**src/hw/rtl/fdss_pkg.sv**
```systemverilog
`timescale 1ns / 1ps
package fdss_pkg;

	localparam int ADDR_W = 21;
	localparam int IDX_W = 5;
	localparam int MASK_W = 12;
	localparam int IVL_W = 16;
	localparam int CFG_W = 16;

	localparam logic [IDX_W-1:0] FIRST_PICTURE = 5'd5;

	// input kinds
	localparam logic [1:0] KIND_TICK = 2'd0;
	localparam logic [1:0] KIND_SHOW = 2'd1;
	localparam logic [1:0] KIND_DISABLE = 2'd2;

	// result actions
	localparam logic [2:0] ACT_NONE = 3'd0;
	localparam logic [2:0] ACT_CMD = 3'd1;
	localparam logic [2:0] ACT_DATA = 3'd2;
	localparam logic [2:0] ACT_WINDOW = 3'd3;
	localparam logic [2:0] ACT_FLASH_READ = 3'd4;
	localparam logic [2:0] ACT_SEND = 3'd5;
	localparam logic [2:0] ACT_SAVE = 3'd6;

	// display bytes
	localparam logic [7:0] CMD_MADCTL = 8'h36;
	localparam logic [7:0] DATA_MADCTL = 8'h00;
	localparam logic [7:0] CMD_DISP_OFF = 8'h28;
	localparam logic [7:0] CMD_DISP_ON = 8'h29;

	// jobs queued between front and back
	localparam logic [2:0] JOB_INIT = 3'd0;
	localparam logic [2:0] JOB_READ = 3'd1;
	localparam logic [2:0] JOB_SEND = 3'd2;
	localparam logic [2:0] JOB_DISP_ON = 3'd3;
	localparam logic [2:0] JOB_SAVE = 3'd4;

	// config register indexes
	localparam logic REG_SWITCH_INTERVAL = 1'b0;
	localparam logic REG_SKIP_MASK = 1'b1;

	typedef struct packed {
		logic [1:0] kind;
		logic [IDX_W-1:0] pic_index;
		logic flash_done;
		logic send_done;
	} in_word_t;

	typedef struct packed {
		logic [2:0] action;
		logic [7:0] byte_value;
		logic [ADDR_W-1:0] flash_address;
		logic [IDX_W-1:0] current_index;
		logic flash_busy;
		logic last;
	} out_word_t;

	typedef struct packed {
		logic [2:0] jtype;
		logic [ADDR_W-1:0] addr;
		logic [IDX_W-1:0] index;
		logic busy;
	} job_t;

endpackage

```
**src/hw/rtl/fdss_front.sv**
```systemverilog
`timescale 1ns / 1ps
module fdss_front import fdss_pkg::*; #(
	parameter int CHUNK_BYTES = 9600,
	parameter int IMAGE_BYTES = 115200,
	parameter int SLOT_BYTES = 115200,
	parameter int LAST_PICTURE = 16
) (
	input logic clk,
	input logic arst_n,
	input logic accept,
	input in_word_t in_data,
	input logic cfg_we,
	input logic cfg_index,
	input logic [CFG_W-1:0] cfg_wdata,
	output logic job_valid,
	output job_t job
);

	localparam int OFF_W = $clog2(IMAGE_BYTES + CHUNK_BYTES);
	localparam int SLOT_W = $clog2(SLOT_BYTES + 1);
	localparam int PROD_W = (IDX_W + SLOT_W > ADDR_W) ? IDX_W + SLOT_W : ADDR_W;

	localparam logic [2:0] PH_IDLE = 3'd0;
	localparam logic [2:0] PH_INIT = 3'd1;
	localparam logic [2:0] PH_READ = 3'd2;
	localparam logic [2:0] PH_RWAIT = 3'd3;
	localparam logic [2:0] PH_WRITE = 3'd4;
	localparam logic [2:0] PH_WWAIT = 3'd5;

	logic [2:0] phase_q, phase_d;
	logic [IDX_W-1:0] pic_q, pic_d;
	logic [ADDR_W-1:0] slot_base_q, slot_base_d;
	logic [OFF_W-1:0] offset_q, offset_d;
	logic upd_en_q, upd_en_d;
	logic armed_q, armed_d;
	logic [IVL_W-1:0] delay_q, delay_d;
	logic busy_q, busy_d;
	logic [IVL_W-1:0] interval_q;
	logic [MASK_W-1:0] mask_q;

	logic [IDX_W-1:0] show_idx;
	logic [IDX_W-1:0] show_idx_m1;
	logic [PROD_W-1:0] slot_prod;
	logic [OFF_W-1:0] offset_sum;
	logic [IVL_W-1:0] delay_inc;
	logic [IDX_W-1:0] mask_pos;
	logic pic_masked;

	function automatic logic [IDX_W-1:0] next_picture(input logic [IDX_W-1:0] p);
		logic [IDX_W:0] n;
		n = {1'b0, p} + 1'b1;
		if (n > (IDX_W+1)'(LAST_PICTURE)) begin
			n = {1'b0, FIRST_PICTURE};
		end
		return n[IDX_W-1:0];
	endfunction

	// auto restart reuses the current picture, a show request takes the new index
	assign show_idx = (in_data.kind == KIND_SHOW) ? in_data.pic_index : pic_q;
	assign show_idx_m1 = show_idx - 1'b1;
	assign slot_prod = PROD_W'(show_idx_m1) * PROD_W'(SLOT_BYTES);

	assign offset_sum = offset_q + OFF_W'(CHUNK_BYTES);
	assign delay_inc = (delay_q == {IVL_W{1'b1}}) ? delay_q : delay_q + 1'b1;
	assign mask_pos = pic_q - FIRST_PICTURE;
	// mask only covers pictures 5..16
	assign pic_masked = (pic_q >= FIRST_PICTURE) && (mask_pos < IDX_W'(MASK_W))
		&& mask_q[mask_pos[$clog2(MASK_W)-1:0]];

	always_comb begin
		phase_d = phase_q;
		pic_d = pic_q;
		slot_base_d = slot_base_q;
		offset_d = offset_q;
		upd_en_d = upd_en_q;
		armed_d = armed_q;
		delay_d = delay_q;
		busy_d = busy_q;
		job_valid = 1'b0;
		job.jtype = JOB_INIT;
		job.addr = '0;
		if (accept) begin
			unique case (in_data.kind)
				KIND_TICK: begin
					if (armed_q && upd_en_q) begin
						unique case (phase_q)
							PH_INIT: begin
								job_valid = 1'b1;
								job.jtype = JOB_INIT;
								phase_d = PH_READ;
							end
							PH_READ: begin
								busy_d = 1'b1;
								job_valid = 1'b1;
								job.jtype = JOB_READ;
								job.addr = slot_base_q + ADDR_W'(offset_q);
								phase_d = PH_RWAIT;
							end
							PH_RWAIT: begin
								if (in_data.flash_done) begin
									busy_d = 1'b0;
									phase_d = PH_WRITE;
								end
							end
							PH_WRITE: begin
								job_valid = 1'b1;
								job.jtype = JOB_SEND;
								phase_d = PH_WWAIT;
							end
							PH_WWAIT: begin
								if (in_data.send_done) begin
									if (offset_sum >= OFF_W'(IMAGE_BYTES)) begin
										job_valid = 1'b1;
										job.jtype = JOB_DISP_ON;
										offset_d = '0;
										if (interval_q != '0) begin
											pic_d = next_picture(pic_q);
										end
										phase_d = PH_IDLE;
									end else begin
										offset_d = offset_sum;
										phase_d = PH_READ;
									end
								end
							end
							default: begin
								if (interval_q != '0) begin
									if (!pic_masked) begin
										delay_d = delay_inc;
										if (delay_inc >= interval_q) begin
											delay_d = '0;
											slot_base_d = slot_prod[ADDR_W-1:0];
											offset_d = '0;
											upd_en_d = 1'b1;
											armed_d = 1'b1;
											phase_d = PH_INIT;
											job_valid = 1'b1;
											job.jtype = JOB_SAVE;
										end
									end else begin
										pic_d = next_picture(pic_q);
									end
								end
							end
						endcase
					end
				end
				KIND_SHOW: begin
					pic_d = in_data.pic_index;
					slot_base_d = slot_prod[ADDR_W-1:0];
					offset_d = '0;
					upd_en_d = 1'b1;
					armed_d = 1'b1;
					phase_d = PH_INIT;
				end
				KIND_DISABLE: begin
					upd_en_d = 1'b0;
				end
				default: begin
				end
			endcase
		end
		job.index = pic_d;
		job.busy = busy_d;
	end

	always_ff @(posedge clk or negedge arst_n) begin
		if (!arst_n) begin
			phase_q <= PH_IDLE;
			pic_q <= FIRST_PICTURE;
			slot_base_q <= '0;
			offset_q <= '0;
			upd_en_q <= 1'b0;
			armed_q <= 1'b0;
			delay_q <= '0;
			busy_q <= 1'b0;
			interval_q <= '0;
			mask_q <= '0;
		end else begin
			phase_q <= phase_d;
			pic_q <= pic_d;
			slot_base_q <= slot_base_d;
			offset_q <= offset_d;
			upd_en_q <= upd_en_d;
			armed_q <= armed_d;
			delay_q <= delay_d;
			busy_q <= busy_d;
			if (cfg_we) begin
				unique case (cfg_index)
					REG_SWITCH_INTERVAL: interval_q <= cfg_wdata[IVL_W-1:0];
					REG_SKIP_MASK: mask_q <= cfg_wdata[MASK_W-1:0];
					default: begin
					end
				endcase
			end
		end
	end

endmodule

```
**src/hw/rtl/fdss_queue.sv**
```systemverilog
`timescale 1ns / 1ps
module fdss_queue import fdss_pkg::*; (
	input logic clk,
	input logic arst_n,
	input logic push,
	input job_t push_job,
	input logic pop,
	output logic full,
	output logic empty,
	output job_t head
);

	job_t mem_q [2];
	logic wr_ptr_q;
	logic rd_ptr_q;
	logic [1:0] cnt_q;

	assign full = cnt_q[1];
	assign empty = (cnt_q == 2'd0);
	assign head = mem_q[rd_ptr_q];

	always_ff @(posedge clk) begin
		if (push) begin
			mem_q[wr_ptr_q] <= push_job;
		end
	end

	always_ff @(posedge clk or negedge arst_n) begin
		if (!arst_n) begin
			wr_ptr_q <= 1'b0;
			rd_ptr_q <= 1'b0;
			cnt_q <= 2'd0;
		end else begin
			if (push) begin
				wr_ptr_q <= ~wr_ptr_q;
			end
			if (pop) begin
				rd_ptr_q <= ~rd_ptr_q;
			end
			cnt_q <= cnt_q + {1'b0, push} - {1'b0, pop};
		end
	end

endmodule

```
**src/hw/rtl/fdss_back.sv**
```systemverilog
`timescale 1ns / 1ps
module fdss_back import fdss_pkg::*; (
	input logic clk,
	input logic arst_n,
	input logic empty,
	input job_t head,
	output logic pop,
	output logic out_valid,
	input logic out_stall,
	output out_word_t out_data
);

	logic [1:0] seq_q;
	logic out_valid_q;
	out_word_t out_q;
	out_word_t word;
	logic load;

	// expand the head job into result words, init gives four of them
	always_comb begin
		word.action = ACT_NONE;
		word.byte_value = '0;
		word.flash_address = '0;
		word.current_index = head.index;
		word.flash_busy = head.busy;
		word.last = 1'b1;
		unique case (head.jtype)
			JOB_INIT: begin
				word.last = (seq_q == 2'd3);
				unique case (seq_q)
					2'd0: begin
						word.action = ACT_CMD;
						word.byte_value = CMD_MADCTL;
					end
					2'd1: begin
						word.action = ACT_DATA;
						word.byte_value = DATA_MADCTL;
					end
					2'd2: begin
						word.action = ACT_CMD;
						word.byte_value = CMD_DISP_OFF;
					end
					default: word.action = ACT_WINDOW;
				endcase
			end
			JOB_READ: begin
				word.action = ACT_FLASH_READ;
				word.flash_address = head.addr;
			end
			JOB_SEND: word.action = ACT_SEND;
			JOB_DISP_ON: begin
				word.action = ACT_CMD;
				word.byte_value = CMD_DISP_ON;
			end
			default: word.action = ACT_SAVE;
		endcase
	end

	assign load = !out_valid_q || !out_stall;
	assign pop = load && !empty && word.last;
	assign out_valid = out_valid_q;
	assign out_data = out_q;

	always_ff @(posedge clk) begin
		if (load && !empty) begin
			out_q <= word;
		end
	end

	always_ff @(posedge clk or negedge arst_n) begin
		if (!arst_n) begin
			seq_q <= 2'd0;
			out_valid_q <= 1'b0;
		end else if (load) begin
			out_valid_q <= !empty;
			if (!empty) begin
				seq_q <= word.last ? 2'd0 : seq_q + 2'd1;
			end
		end
	end

endmodule

```
**src/hw/rtl/flash_to_display_slideshow_sequencer.sv**
```systemverilog
`timescale 1ns / 1ps
// the first result word of an input goes through the job queue, then the out_data register
// throughput: one input word per cycle while the two-entry job queue has room
// the output side delivers one result word per cycle while out_stall is low;
// an init tick gives four words, so a stream of such ticks is paced by the back end
// reset: arst_n clears all sequencer state, config and queue at once; no clearing pass
module flash_to_display_slideshow_sequencer import fdss_pkg::*; #(
	parameter int CHUNK_BYTES = 9600,
	parameter int IMAGE_BYTES = 115200,
	parameter int SLOT_BYTES = 115200,
	parameter int LAST_PICTURE = 16
) (
	input logic clk,
	input logic arst_n,
	input logic in_valid,
	output logic in_stall,
	input in_word_t in_data,
	output logic out_valid,
	input logic out_stall,
	output out_word_t out_data,
	input logic cfg_we,
	input logic cfg_index,
	input logic [CFG_W-1:0] cfg_wdata
);

	logic accept;
	logic job_valid;
	job_t job;
	logic q_full;
	logic q_empty;
	logic q_pop;
	job_t q_head;

	assign in_stall = q_full;
	assign accept = in_valid && !q_full;

	fdss_front #(
		.CHUNK_BYTES(CHUNK_BYTES),
		.IMAGE_BYTES(IMAGE_BYTES),
		.SLOT_BYTES(SLOT_BYTES),
		.LAST_PICTURE(LAST_PICTURE)
	) u_front (
		.clk(clk),
		.arst_n(arst_n),
		.accept(accept),
		.in_data(in_data),
		.cfg_we(cfg_we),
		.cfg_index(cfg_index),
		.cfg_wdata(cfg_wdata),
		.job_valid(job_valid),
		.job(job)
	);

	fdss_queue u_queue (
		.clk(clk),
		.arst_n(arst_n),
		.push(job_valid),
		.push_job(job),
		.pop(q_pop),
		.full(q_full),
		.empty(q_empty),
		.head(q_head)
	);

	fdss_back u_back (
		.clk(clk),
		.arst_n(arst_n),
		.empty(q_empty),
		.head(q_head),
		.pop(q_pop),
		.out_valid(out_valid),
		.out_stall(out_stall),
		.out_data(out_data)
	);

endmodule

```
**config.mk**
```make
export PLATFORM = sky130hd
export DESIGN_NAME = flash_to_display_slideshow_sequencer
export DESIGN_NICKNAME = d
export VERILOG_FILES = /design/src/hw/rtl/fdss_pkg.sv /design/src/hw/rtl/fdss_front.sv /design/src/hw/rtl/fdss_queue.sv /design/src/hw/rtl/fdss_back.sv /design/src/hw/rtl/flash_to_display_slideshow_sequencer.sv
export SDC_FILE = /design/constraint.sdc
export NUM_CORES = 1
export LEC_CHECK = 0
export ABC_CLOCK_PERIOD_IN_PS = 6640
export BUFFER_PORTS_ARGS = -buffer_cell sky130_fd_sc_hd__buf_2
export CAP_MARGIN = 5
export CORE_MARGIN = 5
export CORE_UTILIZATION = 33
export CTS_BUF_LIST = sky130_fd_sc_hd__clkbuf_4 sky130_fd_sc_hd__clkbuf_8
export DETAILED_ROUTE_END_ITERATION = 10
export PLACE_DENSITY_LB_ADDON = 0.25
export SYNTH_ARGS = -nofsm -noshare
export SYNTH_HDL_FRONTEND = slang
export SYNTH_SLANG_ARGS = --single-unit
```
**constraint.sdc**
```tcl
create_clock -name clk -period 6.64 [get_ports clk]
set_clock_uncertainty 0.1 [all_clocks]
set_input_delay 0.996 -clock clk [delete_from_list [all_inputs] [get_ports clk]]
set_output_delay 0.996 -clock clk [all_outputs]
set_load 0.02 [all_outputs]
```
==> impl_summary.log, run 1 <==
INFO  metric avgViaCountPerCell = roughly 4.9
INFO  metric worstPathRequired = roughly 6700 ps
INFO  metric core_area = ~26000 µm²
INFO  metric globalplace.congestion = 0.827
INFO  metric finalSetupViolCount = 0
INFO  metric finalMaxSlewViolations = 0
INFO  metric cts.sink_count = between 150 and 200
INFO  metric max_stage_delay_cell_worst_path = sky130_fd_sc_hd__nor4_2
INFO  metric grt_max_degree = 50
INFO  metric synth-edff-count = 77
INFO  metric cts-resized-gates = 0
INFO  metric async_reset_ff_share = about half
INFO  metric critPathMaxFanout = 24
INFO  metric met3_usage = 2.84%
INFO  metric final-instance-count-excl-fill = approximately 1200
INFO  metric route.final.wire_length = between 15000 and 20000 µm
INFO  metric clkTransAtPathRegs = about 100 ps
INFO  metric path_delay_family = simple AND/OR/NAND/NOR gates
INFO  metric cts_max_path_buffers = 2
INFO  metric hold-path-cell-count = 1
INFO  metric final_layout_size_suffix_gt1_share = ~18%
INFO  metric busiest_layer = met2
INFO  metric final_hold_viol_count = 0
INFO  metric leakagePower = 4.16 nW
INFO  metric routed-via-count = roughly 6000
INFO  metric placed_cells_incl_taps = 1198
INFO  metric post_drt_wl_per_cell = roughly 15 µm
INFO  metric max_stage_delay = approximately 600 ps
INFO  metric fmax = 179 MHz
INFO  metric final.min_clock_period = 5580 ps
INFO  metric tritoncts = built
INFO  metric io-pin-count = 72
INFO  metric timing.rr.end = u_queue.mem_q[0][21]
INFO  metric synth.ff_latch_count = 160
INFO  metric synthesis.area_per_instance = ~11 µm²
INFO  metric startpoint_type = register
INFO  metric rows = 59
INFO  metric die_y = approximately 170 µm
INFO  metric max_slew.worst_pin.slew = 1180 ps
INFO  metric placement.io_buffers = 69
INFO  metric ys.warnings.count = 0
INFO  metric path_cells = and3_1 > and2_1 > nand4_1 > nor4_2 > nor2b_1 > and4_1 > xor2_1 > ha_1 > a21oi_1 > o21ai_0 > a221o_1 > a41o_1 > nand3_1 > a221o_1 > a21oi_1 > nor2b_2 > buf_4
INFO  metric clockRootBuffer = sky130_fd_sc_hd__clkbuf_8
INFO  metric grt.overflow.total = 0
INFO  metric num-nets-final = 970
INFO  metric dp_hpwl = roughly 13000 µm
INFO  metric critical_path.n_buffers_inverters = 1
INFO  metric run_status = finished, final reports clean
INFO  metric irDropWorstVdd = ~0.00022 V
INFO  metric timing.setup.critical_path_class = reg2reg
INFO  metric grt_pass1_wl = 31300 µm
INFO  metric die-area = ~30000 µm²
INFO  metric utilization = 37.6%
INFO  metric synthesis.instances = around 830
INFO  metric hold_crit_path_type = reg2reg
INFO  metric num-fill-cells = approximately 2500
INFO  metric powerDensity = ~400 nW/µm²
INFO  metric htree_levels = 4
INFO  metric rsz0062_at_grt = false
INFO  metric gr-usage-met1 = 17.2%
INFO  metric use_met2 = 20.5%
INFO  metric whs_endpoint = u_front.delay_q[10]
INFO  metric antenna_found_initial = 0
INFO  metric hp-start = u_front.delay_q[10]
INFO  metric yosysUniqueCellTypes = 69
INFO  metric diodes = 0
INFO  metric slew_headroom = 21.1%
INFO  metric finalInstanceArea = between 9000 and 10000 µm²
INFO  metric worst_r2r_startpoint = u_front.delay_q[3]
INFO  metric floorplan.initialDensity = roughly a third
INFO  metric detail_route.iter0.violations = roughly 320
INFO  metric groute.usage.overall = around an eighth
INFO  metric sequential_cell_area = 4390 µm²
INFO  metric worst_skew_pair.late_latency = ~460 ps
INFO  metric endpoint_kind = register
INFO  metric worstRegToRegCells = 17
INFO  metric period_share = 84.1%
INFO  metric timing.max_cap.violations = 0
INFO  metric rrSetupSlack = approximately 1100 ps
INFO  metric critical_path_arrival = ~5600 ps
INFO  metric seq_area_frac_synth = between 40% and 50%
INFO  metric ant_nets = 0
INFO  metric drcViolationCount = 0
INFO  metric postPlaceCellArea = about 9400 µm²
INFO  metric numCtsBuffers = 17
INFO  metric post_cts_hold_buffer_count = 0
INFO  metric drt_pre_antenna_iters = 5
INFO  metric grt_pass1_vias = between 6000 and 7000
INFO  metric synth_ff_type = sky130_fd_sc_hd__dfrtp_1
INFO  metric area_growth_syn_to_fin = 11.7%
INFO  metric post_synth_instance_area = between 8000 and 9000 µm²
INFO  metric fin_tns_setup = 0 ps
INFO  metric floorplan_die_width = around 170 µm
INFO  metric postCtsSetupRepairBufs = 0
INFO  metric power = ~3.9 mW
INFO  metric multiInputGateArea = between 4000 and 5000 µm²
## cell type report
class | instances | area share (%)
Clock buffer | 17 | 2.37
Clock inverter | 15 | 2.13
Inverter | 45 | 1.71
Multi-Input combinational cell | 583 | 41.0
Sequential cell | 160 | 44.5
Tap cell | 335 | 4.25
Timing Repair Buffer | 75 | 3.98
## registers in the layout, indices dropped and copies added, names as in the netlist, 2 cells and up
name and flops:
u_front.mask_q 12, u_front.slot_base_q 11, u_front.interval_q 16, u_front.phase_q 3
u_front.delay_q 16, u_front.offset_q 10, u_front.pic_q 5, u_back.out_data 29
u_back.seq_q 2, u_queue.mem_q 48, u_queue.cnt_q 2
## where the power goes
group / switching, mW / total, mW / internal (mW)
Clock: 0.430 / 0.790 / 0.361
Sequential: 0.193 / 1.47 / 1.28
Combinational: 0.898 / 1.60 / 0.697
Total: 1.52 / 3.86 / 2.33
## synthesized netlist by cell type, types with 4 or more instances
| master | number | area share (%) |
|---|---|---|
| sky130_fd_sc_hd__nor4_1 | 4 | 0.28 |
| sky130_fd_sc_hd__o31ai_1 | 16 | 1.4 |
| sky130_fd_sc_hd__nor2_1 | 69 | 2.9 |
| sky130_fd_sc_hd__a21oi_1 | 40 | 2.3 |
| sky130_fd_sc_hd__mux2_2 | 29 | 3.7 |
| sky130_fd_sc_hd__fa_1 | 4 | 0.91 |
| sky130_fd_sc_hd__clkbuf_1 | 24 | 1.0 |
| sky130_fd_sc_hd__or2_2 | 5 | 0.35 |
| sky130_fd_sc_hd__nand3_1 | 17 | 0.96 |
| sky130_fd_sc_hd__mux2i_1 | 26 | 2.9 |
| sky130_fd_sc_hd__a31oi_1 | 6 | 0.43 |
| sky130_fd_sc_hd__buf_4 | 11 | 0.94 |
| sky130_fd_sc_hd__a21o_1 | 6 | 0.51 |
| sky130_fd_sc_hd__o21ai_0 | 61 | 3.5 |
| sky130_fd_sc_hd__inv_1 | 45 | 1.9 |
| sky130_fd_sc_hd__edfxtp_1 | 77 | 26 |
| sky130_fd_sc_hd__ha_1 | 53 | 7.5 |
| sky130_fd_sc_hd__a221o_1 | 4 | 0.45 |
| sky130_fd_sc_hd__nand4_1 | 9 | 0.64 |
| sky130_fd_sc_hd__dfrtp_1 | 81 | 23 |
| sky130_fd_sc_hd__and3_1 | 9 | 0.64 |
| sky130_fd_sc_hd__nand2b_1 | 12 | 0.85 |
| sky130_fd_sc_hd__nor3_1 | 23 | 1.3 |
| sky130_fd_sc_hd__buf_6 | 4 | 0.51 |
| sky130_fd_sc_hd__a22o_1 | 6 | 0.60 |
| sky130_fd_sc_hd__and2_1 | 4 | 0.28 |
| sky130_fd_sc_hd__nand2_1 | 69 | 2.9 |
| sky130_fd_sc_hd__o21ai_1 | 5 | 0.28 |
| sky130_fd_sc_hd__nor2b_1 | 15 | 1.1 |
| sky130_fd_sc_hd__xor2_1 | 12 | 1.2 |
| sky130_fd_sc_hd__xnor2_1 | 22 | 2.2 |
| sky130_fd_sc_hd__o21a_1 | 4 | 0.34 |
## worst max-delay path by stage
stage,start,end,slack [ps],cells past startpoint
5_1_grt,u_front.delay_q[3],u_queue.mem_q[0][21],400,17
4_1_cts,u_front.delay_q[3],u_queue.mem_q[0][22],1030,17
6_report,u_front.delay_q[3],u_queue.mem_q[0][21],1060,17
2_1_floorplan,u_front.delay_q[3],u_queue.mem_q[0][0],1300,18
3_3_place_gp,u_front.delay_q[3],u_queue.mem_q[0][13],1300,17
3_5_place_dp,u_front.delay_q[3],u_queue.mem_q[0][16],1070,17
## per-layer routing
layer | routed length (µm) | share of wire, %
met1 | 8860 | 48
met2 | 8620 | 47
met3 | 717 | 3.9
met4 | 242 | 1.3
met5 | 0 | 0
## logic make-up (layout without fill, tap and decap cells)
kind of cell,count (synthesis),in the layout,share of synthesized area (%)
compound gates,174,174,12.2
xor+xnor,34,34,3.37
fa+ha+maj,57,57,8.42
buf+inv,89,152,4.63
flops,160,160,49.8
mux,58,58,7.41
other cells,1,4,0.0425
simple gates,256,256,14.2
## cell usage in the layout, fill, tap and decap left out, types with 12 or more instances in the layout
| cell type | count |
|---|---|
| sky130_fd_sc_hd__dfrtp_1 | 81 |
| sky130_fd_sc_hd__edfxtp_1 | 77 |
| sky130_fd_sc_hd__nor2_1 | 69 |
| sky130_fd_sc_hd__nand2_1 | 69 |
| sky130_fd_sc_hd__buf_2 | 68 |
| sky130_fd_sc_hd__o21ai_0 | 61 |
| sky130_fd_sc_hd__ha_1 | 53 |
| sky130_fd_sc_hd__inv_1 | 45 |
| sky130_fd_sc_hd__a21oi_1 | 40 |
| sky130_fd_sc_hd__mux2_2 | 29 |
| sky130_fd_sc_hd__mux2i_1 | 26 |
| sky130_fd_sc_hd__nor3_1 | 23 |
| sky130_fd_sc_hd__xnor2_1 | 22 |
| sky130_fd_sc_hd__nand3_1 | 17 |
| sky130_fd_sc_hd__clkbuf_8 | 17 |
| sky130_fd_sc_hd__o31ai_1 | 16 |
| sky130_fd_sc_hd__nor2b_1 | 13 |
| sky130_fd_sc_hd__xor2_1 | 12 |
| sky130_fd_sc_hd__nand2b_1 | 12 |
## stage by stage
| step | hold WS (ps) | setup WS (ps) |
|---|---|---|
| after floorplan | 352 | 1300 |
| after global placement | 384 | 1300 |
| after detailed placement | 373 | 1070 |
| after CTS | 387 | 1030 |
| after global routing | 409 | 403 |
| final | 385 | 1060 |
(Power assumes the default switching activity.)
==> run 2, diff against run 1 <==
--- a/config.mk
+++ b/config.mk
@@ -5,7 +5,7 @@
 export SDC_FILE = /design/constraint.sdc
 export NUM_CORES = 1
 export LEC_CHECK = 0
-export ABC_CLOCK_PERIOD_IN_PS = 6640
+export ABC_CLOCK_PERIOD_IN_PS = 4500
 export BUFFER_PORTS_ARGS = -buffer_cell sky130_fd_sc_hd__buf_2
 export CAP_MARGIN = 5
 export CORE_MARGIN = 5
==> constraint.sdc (replaced) <==
create_clock -name clk -period 4.5 [get_ports clk]
set_clock_uncertainty 0.1 [all_clocks]
set_input_delay 0.675 -clock clk [delete_from_list [all_inputs] [get_ports clk]]
set_output_delay 0.675 -clock clk [all_outputs]
set_load 0.02 [all_outputs]
==> impl_summary.log, run 2 (synthesis results as in run 1) <==
INFO  metric run_status = finished, final reports clean (unchanged)
INFO  metric period_share = 92.6% (was 84.1%)
INFO  metric endpoint_kind = register (unchanged)
INFO  metric powerDensity = 562 nW/µm² (was 391 nW/µm²)
INFO  metric most_frequent_cells_in_the_layout = sky130_fd_sc_hd__dfrtp_1 (81), sky130_fd_sc_hd__edfxtp_1 (77), sky130_fd_sc_hd__nor2_1 (69), sky130_fd_sc_hd__nand2_1 (69), sky130_fd_sc_hd__buf_2 (68) (unchanged)
INFO  metric placement.io_buffers = 69 (unchanged)
INFO  metric detail_route.iter0.violations = 304 (was 322)
INFO  metric regMostFlops = u_queue.mem_q (unchanged)
INFO  metric io-pin-count = 72 (unchanged)
INFO  metric critical_path_arrival = 4230 ps (was 5610 ps)
INFO  metric area_growth_syn_to_fin = 13.5% (was 11.7%)
INFO  metric multiInputGateArea = 4070 µm² (was 4040 µm²)
INFO  metric numCtsBuffers = 17 (unchanged)
INFO  metric startpoint_type = register (unchanged)
INFO  metric rsz0062_at_grt = false (unchanged)
INFO  metric die_y = 174 µm (unchanged)
INFO  metric route.final.wire_length = 18600 µm (was 18400 µm)
INFO  metric num-fill-cells = 2613 (was 2538)
INFO  metric timing.setup.critical_path_class = reg2reg (unchanged)
INFO  metric grt.overflow.total = 0 (unchanged)
INFO  metric worstPathRequired = 4560 ps (was 6670 ps)
INFO  metric floorplan_die_width = 174 µm (unchanged)
INFO  metric critPathMaxFanout = 19 (was 24)
INFO  metric final_layout_size_suffix_gt1_share = 19.8% (was 17.5%)
INFO  metric finalMaxSlewViolations = 0 (unchanged)
INFO  metric post_cts_hold_buffer_count = 0 (unchanged)
INFO  metric die-area = 30100 µm² (unchanged)
INFO  metric hold_crit_path_type = in2async (was reg2reg)
INFO  metric max_reg_flops = 48 (unchanged)
INFO  metric cts.sink_count = 160 (unchanged)
INFO  metric finalSetupViolCount = 0 (unchanged)
INFO  metric drt_pre_antenna_iters = 4 (was 5)
INFO  metric worst_hold_slack = 233 ps (was 385 ps)
INFO  metric rows = 59 (unchanged)
INFO  metric slew_headroom = 20.1% (was 21.1%)
INFO  metric diodes = 0 (unchanged)
INFO  metric power = 5.63 mW (was 3.86 mW)
INFO  metric tritoncts = built (unchanged)
INFO  metric worst_skew_pair.late_latency = 450 ps (was 460 ps)
INFO  metric groute.usage.overall = 12.6% (was 12.7%)
INFO  metric timing.max_cap.violations = 0 (unchanged)
INFO  metric dp_hpwl = 13600 µm (was 13500 µm)
INFO  metric drcViolationCount = 0 (unchanged)
INFO  metric max_slew.worst_pin.slew = 1200 ps (was 1180 ps)
INFO  metric ant_nets = 0 (unchanged)
INFO  metric grt_max_degree = 66 (was 50)
INFO  metric core_area = 26200 µm² (unchanged)
INFO  metric clkTransAtPathRegs = 100 ps (about the same)
INFO  metric leakagePower = 4.25 nW (was 4.16 nW)
INFO  metric avgViaCountPerCell = 4.94 (was 4.93)
INFO  metric grt_pass1_wl = 31200 µm (was 31300 µm)
INFO  metric final_critical_path_setup_slack = 332 ps (was 1060 ps)
INFO  metric routed-via-count = 6166 (was 6070)
INFO  metric post_place_worst_slack = 115 ps (was 1070 ps)
INFO  metric antenna_found_initial = 0 (unchanged)
INFO  metric final_hold_viol_count = 0 (unchanged)
INFO  metric sequential_cell_area = 4390 µm² (unchanged)
INFO  metric floorplan.initialDensity = 33.7% (unchanged)
INFO  metric grt_pass1_vias = 6141 (was 6034)
INFO  metric irDropWorstVdd = 0.000293 V (was 0.000216 V)
INFO  metric cts_max_path_buffers = 2 (unchanged)
INFO  metric htree_levels = 4 (unchanged)
INFO  metric post_drt_wl_per_cell = 14.9 µm (was 15.0 µm)
INFO  metric most_common_cell_after_layout_fill_and_taps_aside = sky130_fd_sc_hd__dfrtp_1 (unchanged)
INFO  metric clockRootBuffer = sky130_fd_sc_hd__clkbuf_8 (unchanged)
INFO  metric fmax = 240 MHz (was 179 MHz)
INFO  metric fin_tns_setup = 0 ps (unchanged)
INFO  metric num-nets-final = 989 (was 970)
INFO  metric final.min_clock_period = 4170 ps (was 5580 ps)
INFO  metric globalplace.congestion = 0.869 (was 0.827)
-- run 2: changes by cell type in the layout (fill, tap and decap cells not counted), moves of 2 or more --
| cell | before | now |
|---|---|---|
| sky130_fd_sc_hd__buf_12 | 0 | 2 |
| sky130_fd_sc_hd__buf_4 | 7 | 24 |
| sky130_fd_sc_hd__bufinv_16 | 2 | 0 |
| sky130_fd_sc_hd__clkinvlp_4 | 1 | 4 |
-- run 2: per-layer routing --
layer  up-vias  global-route usage [%]  share of wire [%]
met4         0                    4.32                1.8
met3        22                    2.49                4.0
met5         -                       0                  0
met1      2891                    16.4                 48
met2       145                    21.0                 47
li1       3108                       -                  -
-- run 2: final timing paths --
path / cells after the start / slack [ps] / to / start
hold / removal: 1 / 230 / u_front.offset_q[7] / arst_n
hold reg to reg: 2 / 400 / u_back.out_valid / u_back.out_valid
min in group clk: 3 / 320 / u_front.interval_q[13] / cfg_wdata[13]
setup reg to reg: 18 / 330 / u_queue.mem_q[0][24] / u_front.delay_q[5]
max in group asynchronous: 2 / 3160 / u_front.pic_q[0] / arst_n
setup / recovery: 18 / 330 / u_queue.mem_q[0][24] / u_front.delay_q[5]
-- run 2: final cells by class --
| type | count | share of cell area, % |
|---|---|---|
| Inverter | 45 | 1.69 |
| Clock buffer | 17 | 2.34 |
| Clock inverter | 15 | 1.69 |
| Tap cell | 335 | 4.19 |
| Multi-Input combinational cell | 583 | 40.7 |
| Timing Repair Buffer | 94 | 5.60 |
| Sequential cell | 160 | 43.9 |
-- run 2: through the flow --
step / util [%] / std cells / instance area (µm²)
after global placement: 36.6 / 1216 / 9590
after detailed placement: 36.6 / 1216 / 9590
final: 38.2 / 1249 / 10000
after floorplan: - / 832 / 8860
after global routing: 38.2 / 1249 / 10000
after CTS: 38.1 / 1248 / 10000
-- run 2: worst max-delay path, cell delays in order, from the launching register on --
cell and delay (ps):
sky130_fd_sc_hd__dfrtp_1 410, sky130_fd_sc_hd__and3_1 210, sky130_fd_sc_hd__and2_1 210, sky130_fd_sc_hd__nand4_1 120
sky130_fd_sc_hd__buf_4 180, sky130_fd_sc_hd__nor2_1 130, sky130_fd_sc_hd__nand4_1 210, sky130_fd_sc_hd__nor2_1 200
sky130_fd_sc_hd__nand3_1 90, sky130_fd_sc_hd__o21a_1 130, sky130_fd_sc_hd__ha_1 290, sky130_fd_sc_hd__and4_1 210
sky130_fd_sc_hd__a221o_1 150, sky130_fd_sc_hd__a41o_1 140, sky130_fd_sc_hd__nand3_2 150, sky130_fd_sc_hd__a221o_1 340
sky130_fd_sc_hd__a21oi_2 220, sky130_fd_sc_hd__nor2b_4 210, sky130_fd_sc_hd__buf_12 170
-- run 2: power by group --
group | internal [mW] | switching [mW]
combinational | 1.07 | 1.33
clock | 0.420 | 0.645
sequential | 1.88 | 0.278
-- run 2: repair_timing --
| action | in CTS | in global routing |
|---|---|---|
| endpoints found under the setup margin | 0 | 58 |
| setup buffers | 0 | 1 |
| gates resized for setup | 0 | 3 |
==> run 3, diff against run 2 <==
--- a/config.mk
+++ b/config.mk
@@ -15,4 +15,5 @@
 export PLACE_DENSITY_LB_ADDON = 0.25
 export SYNTH_ARGS = -nofsm -noshare
 export SYNTH_HDL_FRONTEND = slang
+export SYNTH_HIERARCHICAL = 1
 export SYNTH_SLANG_ARGS = --single-unit
==> impl_summary.log, run 3 <==
INFO  metric finalMaxSlewViolations = 0 (unchanged)
INFO  metric diodes = 0 (unchanged)
INFO  metric ant_nets = 0 (unchanged)
INFO  metric num-nets-final = 1023 (was 989)
INFO  metric path_delay_family = adder cells (was simple AND/OR/NAND/NOR gates)
INFO  metric cts.sink_count = 178 (was 160)
INFO  metric critical_path.n_buffers_inverters = 1 (was 2)
INFO  metric grt.overflow.total = 0 (unchanged)
INFO  metric rows = 63 (was 59)
INFO  metric async_reset_ff_share = 46.6% (was 51.9%)
INFO  metric muxShareOfSynthArea = 7.88% (was 7.41%)
INFO  metric share_seq_of_total_power = 38.5% (was 38.4%)
INFO  metric routed-via-count = 6515 (was 6166)
INFO  metric worstPathRequired = 4760 ps (was 4560 ps)
INFO  metric dp_hpwl = 14600 µm (was 13600 µm)
INFO  metric powerDensity = 556 nW/µm² (was 562 nW/µm²)
INFO  metric synth_area_leader_cell = sky130_fd_sc_hd__edfxtp_1 (unchanged)
INFO  metric most_common_cell_after_layout_fill_and_taps_aside = sky130_fd_sc_hd__edfxtp_1 (was sky130_fd_sc_hd__dfrtp_1)
INFO  metric final.min_clock_period = 4130 ps (was 4170 ps)
INFO  metric die-area = 33100 µm² (was 30100 µm²)
INFO  metric fin_tns_setup = 0 ps (unchanged)
INFO  metric cp.depth = 15 (was 18)
INFO  metric critPathMaxFanout = 4 (was 19)
INFO  metric swShare = 39.4% (was 40.1%)
INFO  metric final_critical_path_setup_slack = 366 ps (was 332 ps)
INFO  metric hold_crit_path_type = in2async (unchanged)
INFO  metric most_frequent_cells_in_the_layout = sky130_fd_sc_hd__edfxtp_1 (95), sky130_fd_sc_hd__dfrtp_1 (81), sky130_fd_sc_hd__nand2_1 (70) (was sky130_fd_sc_hd__dfrtp_1 (81), sky130_fd_sc_hd__edfxtp_1 (77), sky130_fd_sc_hd__nor2_1 (69), sky130_fd_sc_hd__nand2_1 (69), sky130_fd_sc_hd__buf_2 (68))
INFO  metric utilization = 37.4% (was 38.2%)
INFO  metric groute.usage.overall = 12.5% (was 12.6%)
INFO  metric tritoncts = built (unchanged)
INFO  metric final_hold_viol_count = 0 (unchanged)
INFO  metric io-pin-count = 72 (unchanged)
INFO  metric irDropWorstVdd = 0.000346 V (was 0.000293 V)
INFO  metric ys.warnings.count = 6 (was 0)
INFO  metric cells_taking_the_most_area_after_synthesis = sky130_fd_sc_hd__edfxtp_1 (29%), sky130_fd_sc_hd__dfrtp_1 (21%), sky130_fd_sc_hd__ha_1 (7.2%) (was sky130_fd_sc_hd__edfxtp_1 (26%), sky130_fd_sc_hd__dfrtp_1 (23%), sky130_fd_sc_hd__ha_1 (7.5%))
INFO  metric yosysUniqueCellTypes = 82 (was 69)
INFO  metric max_stage_delay_cell_worst_path = sky130_fd_sc_hd__fa_1 (was sky130_fd_sc_hd__dfrtp_1)
INFO  metric slew_headroom = 31.1% (was 20.1%)
INFO  metric num-fill-cells = 2880 (was 2613)
INFO  metric worstRegToRegCells = 16 (was 18)
INFO  metric die_y = 182 µm (was 174 µm)
INFO  metric htree_levels = 4 (unchanged)
INFO  metric post_cts_hold_buffer_count = 0 (unchanged)
INFO  metric fraction_of_power_consumed_by_combinational_cells = 42.2% (was 42.7%)
INFO  metric post_synth_instance_area = 9750 µm² (was 8830 µm²)
INFO  metric yosys.area_share.simple = 13.1% (was 14.2%)
INFO  metric worst_skew_pair.late_latency = 470 ps (was 450 ps)
INFO  metric synth-edff-count = 95 (was 77)
INFO  metric final_layout_size_suffix_gt1_share = 21.3% (was 19.8%)
INFO  metric clkTransAtPathRegs = 110 ps (was 100 ps)
INFO  metric power_report.internal_total = 3.70 mW (was 3.37 mW)
INFO  metric grt_pass1_wl = 33700 µm (was 31200 µm)
INFO  metric fmax = 242 MHz (was 240 MHz)
INFO  metric regMostFlops = u_queue/mem_q (was u_queue.mem_q)
INFO  metric area_growth_syn_to_fin = 12.7% (was 13.5%)
INFO  metric startpoint_type = input port (was register)
INFO  metric yosys.area_share.xor_xnor = 3.02% (was 3.37%)
INFO  metric power.net_switching = 2.41 mW (was 2.26 mW)
INFO  metric run_status = finished, final reports clean (unchanged)
INFO  metric worst_hold_slack = 209 ps (was 233 ps)
INFO  metric drcViolationCount = 0 (unchanged)
INFO  metric cts_max_path_buffers = 2 (unchanged)
INFO  metric synth_ff_type = sky130_fd_sc_hd__edfxtp_1 (was sky130_fd_sc_hd__dfrtp_1)
INFO  metric core_area = 29400 µm² (was 26200 µm²)
INFO  metric synth_most_common_cell = sky130_fd_sc_hd__edfxtp_1 (was sky130_fd_sc_hd__dfrtp_1)
INFO  metric route.final.wire_length = 20200 µm (was 18600 µm)
INFO  metric main_combinational_cell_family_by_area_after_synthesis = simple AND/OR/NAND/NOR gates (unchanged)
INFO  metric endpoint_kind = register (unchanged)
INFO  metric netlist_top_cells_count = sky130_fd_sc_hd__edfxtp_1 (95), sky130_fd_sc_hd__dfrtp_1 (81), sky130_fd_sc_hd__nand2_1 (70), sky130_fd_sc_hd__ha_1 (56), sky130_fd_sc_hd__nor2_1 (56) (was sky130_fd_sc_hd__dfrtp_1 (81), sky130_fd_sc_hd__edfxtp_1 (77), sky130_fd_sc_hd__nand2_1 (69), sky130_fd_sc_hd__nor2_1 (69), sky130_fd_sc_hd__o21ai_0 (61))
INFO  metric critical_path.startpoint = in_data[8] (was u_front.delay_q[5])
INFO  metric worst_r2r_startpoint = u_front/delay_q[3] (was u_front.delay_q[5])
INFO  metric max_reg_flops = 60 (was 48)
INFO  metric drt_pre_antenna_iters = 5 (was 4)
INFO  metric yosysTopAreaCellShare = 29.3% (was 26.2%)
INFO  metric power.share.clock = 19.3% (was 18.9%)
INFO  metric timing.max_cap.violations = 0 (unchanged)
INFO  metric post_place_worst_slack = -92.0 ps (was 115 ps)
INFO  metric max_slew.worst_pin.slew = 1030 ps (was 1200 ps)
INFO  metric synth_compound_gate_area_share = 12.8% (was 12.2%)
INFO  metric worst_path_most_repeated_cell = sky130_fd_sc_hd__ha_1
INFO  metric finalSetupViolCount = 0 (unchanged)
INFO  metric rrSetupSlack = 450 ps (was 330 ps)
INFO  metric grt_pass1_vias = 6355 (was 6141)
INFO  metric globalplace.congestion = 0.783 (was 0.869)
INFO  metric antenna_found_initial = 0 (unchanged)
INFO  metric avgViaCountPerCell = 4.88 (was 4.94)
INFO  metric synthesis.instances = 858 (was 829)
INFO  metric period_share = 91.9% (was 92.6%)
INFO  metric max_stage_delay = 490 ps (was 410 ps)
INFO  metric path_cells = buf_2 > nor2b_1 > mux2i_1 > nand2_1 > nor2_1 > xnor2_1 > mux2i_1 > fa_1 > ha_1 > ha_1 > ha_1 > a21o_1 > a21oi_1 > xnor2_1 > mux2_1 (was and3_1 > and2_1 > nand4_1 > buf_4 > nor2_1 > nand4_1 > nor2_1 > nand3_1 > o21a_1 > ha_1 > and4_1 > a221o_1 > a41o_1 > nand3_2 > a221o_1 > a21oi_2 > nor2b_4 > buf_12)
INFO  metric detail_route.iter0.violations = 382 (was 304)
INFO  metric rsz0062_at_grt = false (unchanged)
INFO  metric numCtsBuffers = 17 (unchanged)
INFO  metric floorplan_die_width = 182 µm (was 174 µm)
INFO  metric post_drt_wl_per_cell = 15.1 µm (was 14.9 µm)
INFO  metric timing.setup.critical_path_class = in2reg (was reg2reg)
INFO  metric setup.worst_path.end = u_front/slot_base_q[20] (was u_queue.mem_q[0][24])
INFO  metric synthesis.area_per_instance = 11.4 µm² (was 10.6 µm²)
INFO  metric placement.io_buffers = 69 (unchanged)
INFO  metric timing.rr.end = u_queue/mem_q[1][17] (was u_queue.mem_q[0][24])
INFO  metric critical_path_arrival = 4390 ps (was 4230 ps)
INFO  metric synth.ff_latch_count = 178 (was 160)
INFO  metric seq_area_frac_synth = 50.6% (was 49.8%)
INFO  metric grt_max_degree = 63 (was 66)
INFO  metric synth-adder-area-share = 8.01% (was 8.42%)
INFO  metric power = 6.11 mW (was 5.63 mW)
INFO  metric leakagePower = 4.50 nW (was 4.25 nW)
INFO  metric floorplan.initialDensity = 33.2% (was 33.7%)
INFO  metric clockRootBuffer = sky130_fd_sc_hd__clkbuf_8 (unchanged)
## run 3: cell types whose count changed after synthesis, sizes merged, moves of 7 or more
cell    change
mux2       +28
and2       +21
o31ai       -7
edfxtp     +18
clkbuf      -9
mux2i      -16
nor3        -7
a21oi      -14
o21ai      -15
buf         +8
nor2       -12
## run 3: worst min path at each step
| stage | slack, ps | from | depth (start not counted) | endpoint |
|---|---|---|---|---|
| after floorplan | 280 | arst_n | 0 | u_back/out_valid |
| after CTS | 220 | arst_n | 1 | u_front/mask_q[1] |
| final | 210 | arst_n | 1 | u_front/delay_q[11] |
| after detailed placement | 370 | u_front/armed_q | 1 | u_front/armed_q |
| after global placement | 350 | u_front/armed_q | 1 | u_front/armed_q |
| after global routing | 270 | arst_n | 1 | u_front/offset_q[8] |
## run 3: layout make-up
cell class | count | area [µm²] | share of cell area (%)
sequential | 178 | 4930 | 44.9
timing repair buffer | 91 | 526 | 4.78
tap | 390 | 488 | 4.44
multi-input combinational | 596 | 4430 | 40.3
clock buffer | 17 | 234 | 2.13
inverter | 48 | 180 | 1.64
clock inverter | 15 | 198 | 1.80
## run 3: worst register-to-register path, cell delays in order (launching register included)
cell and delay, ps:
sky130_fd_sc_hd__dfrtp_1 480, sky130_fd_sc_hd__nand4_1 240, sky130_fd_sc_hd__or3_1 440, sky130_fd_sc_hd__a21oi_1 210, sky130_fd_sc_hd__nand2_1 100, sky130_fd_sc_hd__xnor2_1 160, sky130_fd_sc_hd__ha_1 330, sky130_fd_sc_hd__nand2_1 60
sky130_fd_sc_hd__o21a_1 200, sky130_fd_sc_hd__a21oi_1 170, sky130_fd_sc_hd__o21ai_1 130, sky130_fd_sc_hd__a21oi_2 220, sky130_fd_sc_hd__a21oi_1 90, sky130_fd_sc_hd__nor3_2 250, sky130_fd_sc_hd__buf_4 170, sky130_fd_sc_hd__and2_1 150
sky130_fd_sc_hd__buf_4 270
## run 3: cells by family after synthesis
| family | Yosys count |
|---|---|
| XOR/XNOR | 31 |
| other | 2 |
| AO/OA/AOI/OAI | 177 |
| flip-flops | 178 |
| AND/OR/NAND/NOR | 251 |
| buffers and inverters | 91 |
| multiplexers | 68 |
| adder cells (fa/ha/maj) | 60 |
## run 3: power by group through the flow
stage	logic [mW]	clock network (mW)	registers, mW
final	2.58	1.18	2.35
after global routing	2.93	1.30	2.40
after CTS	2.61	1.23	2.36
after detailed placement	2.60	0	2.39
after global placement	2.56	0	2.38
after floorplan	1.97	0	2.37
## run 3: repair_timing
| item | in CTS | in global routing |
|---|---|---|
| gates resized for setup | 0 | 3 |
| buffers inserted | 0 | 0 |
| endpoints found under the setup margin | 0 | 40 |
## run 3: per-stage QoR
| stage | cells | area, µm² |
|---|---|---|
| CTS | 1335 | 11000 |
| floorplan | 865 | 9780 |
| detailed placement | 1303 | 10500 |
| finish | 1335 | 11000 |
| global route | 1335 | 11000 |
| global placement | 1303 | 10500 |
## run 3: metal layers
metal  up-vias  routed length, µm  global-route usage [%]
met5         -                  0                       0
met4         0                231                    3.24
met3        11                785                    2.74
met2       118               9200                    19.9
met1      3126               9980                    17.5
li1       3260                  -                       -
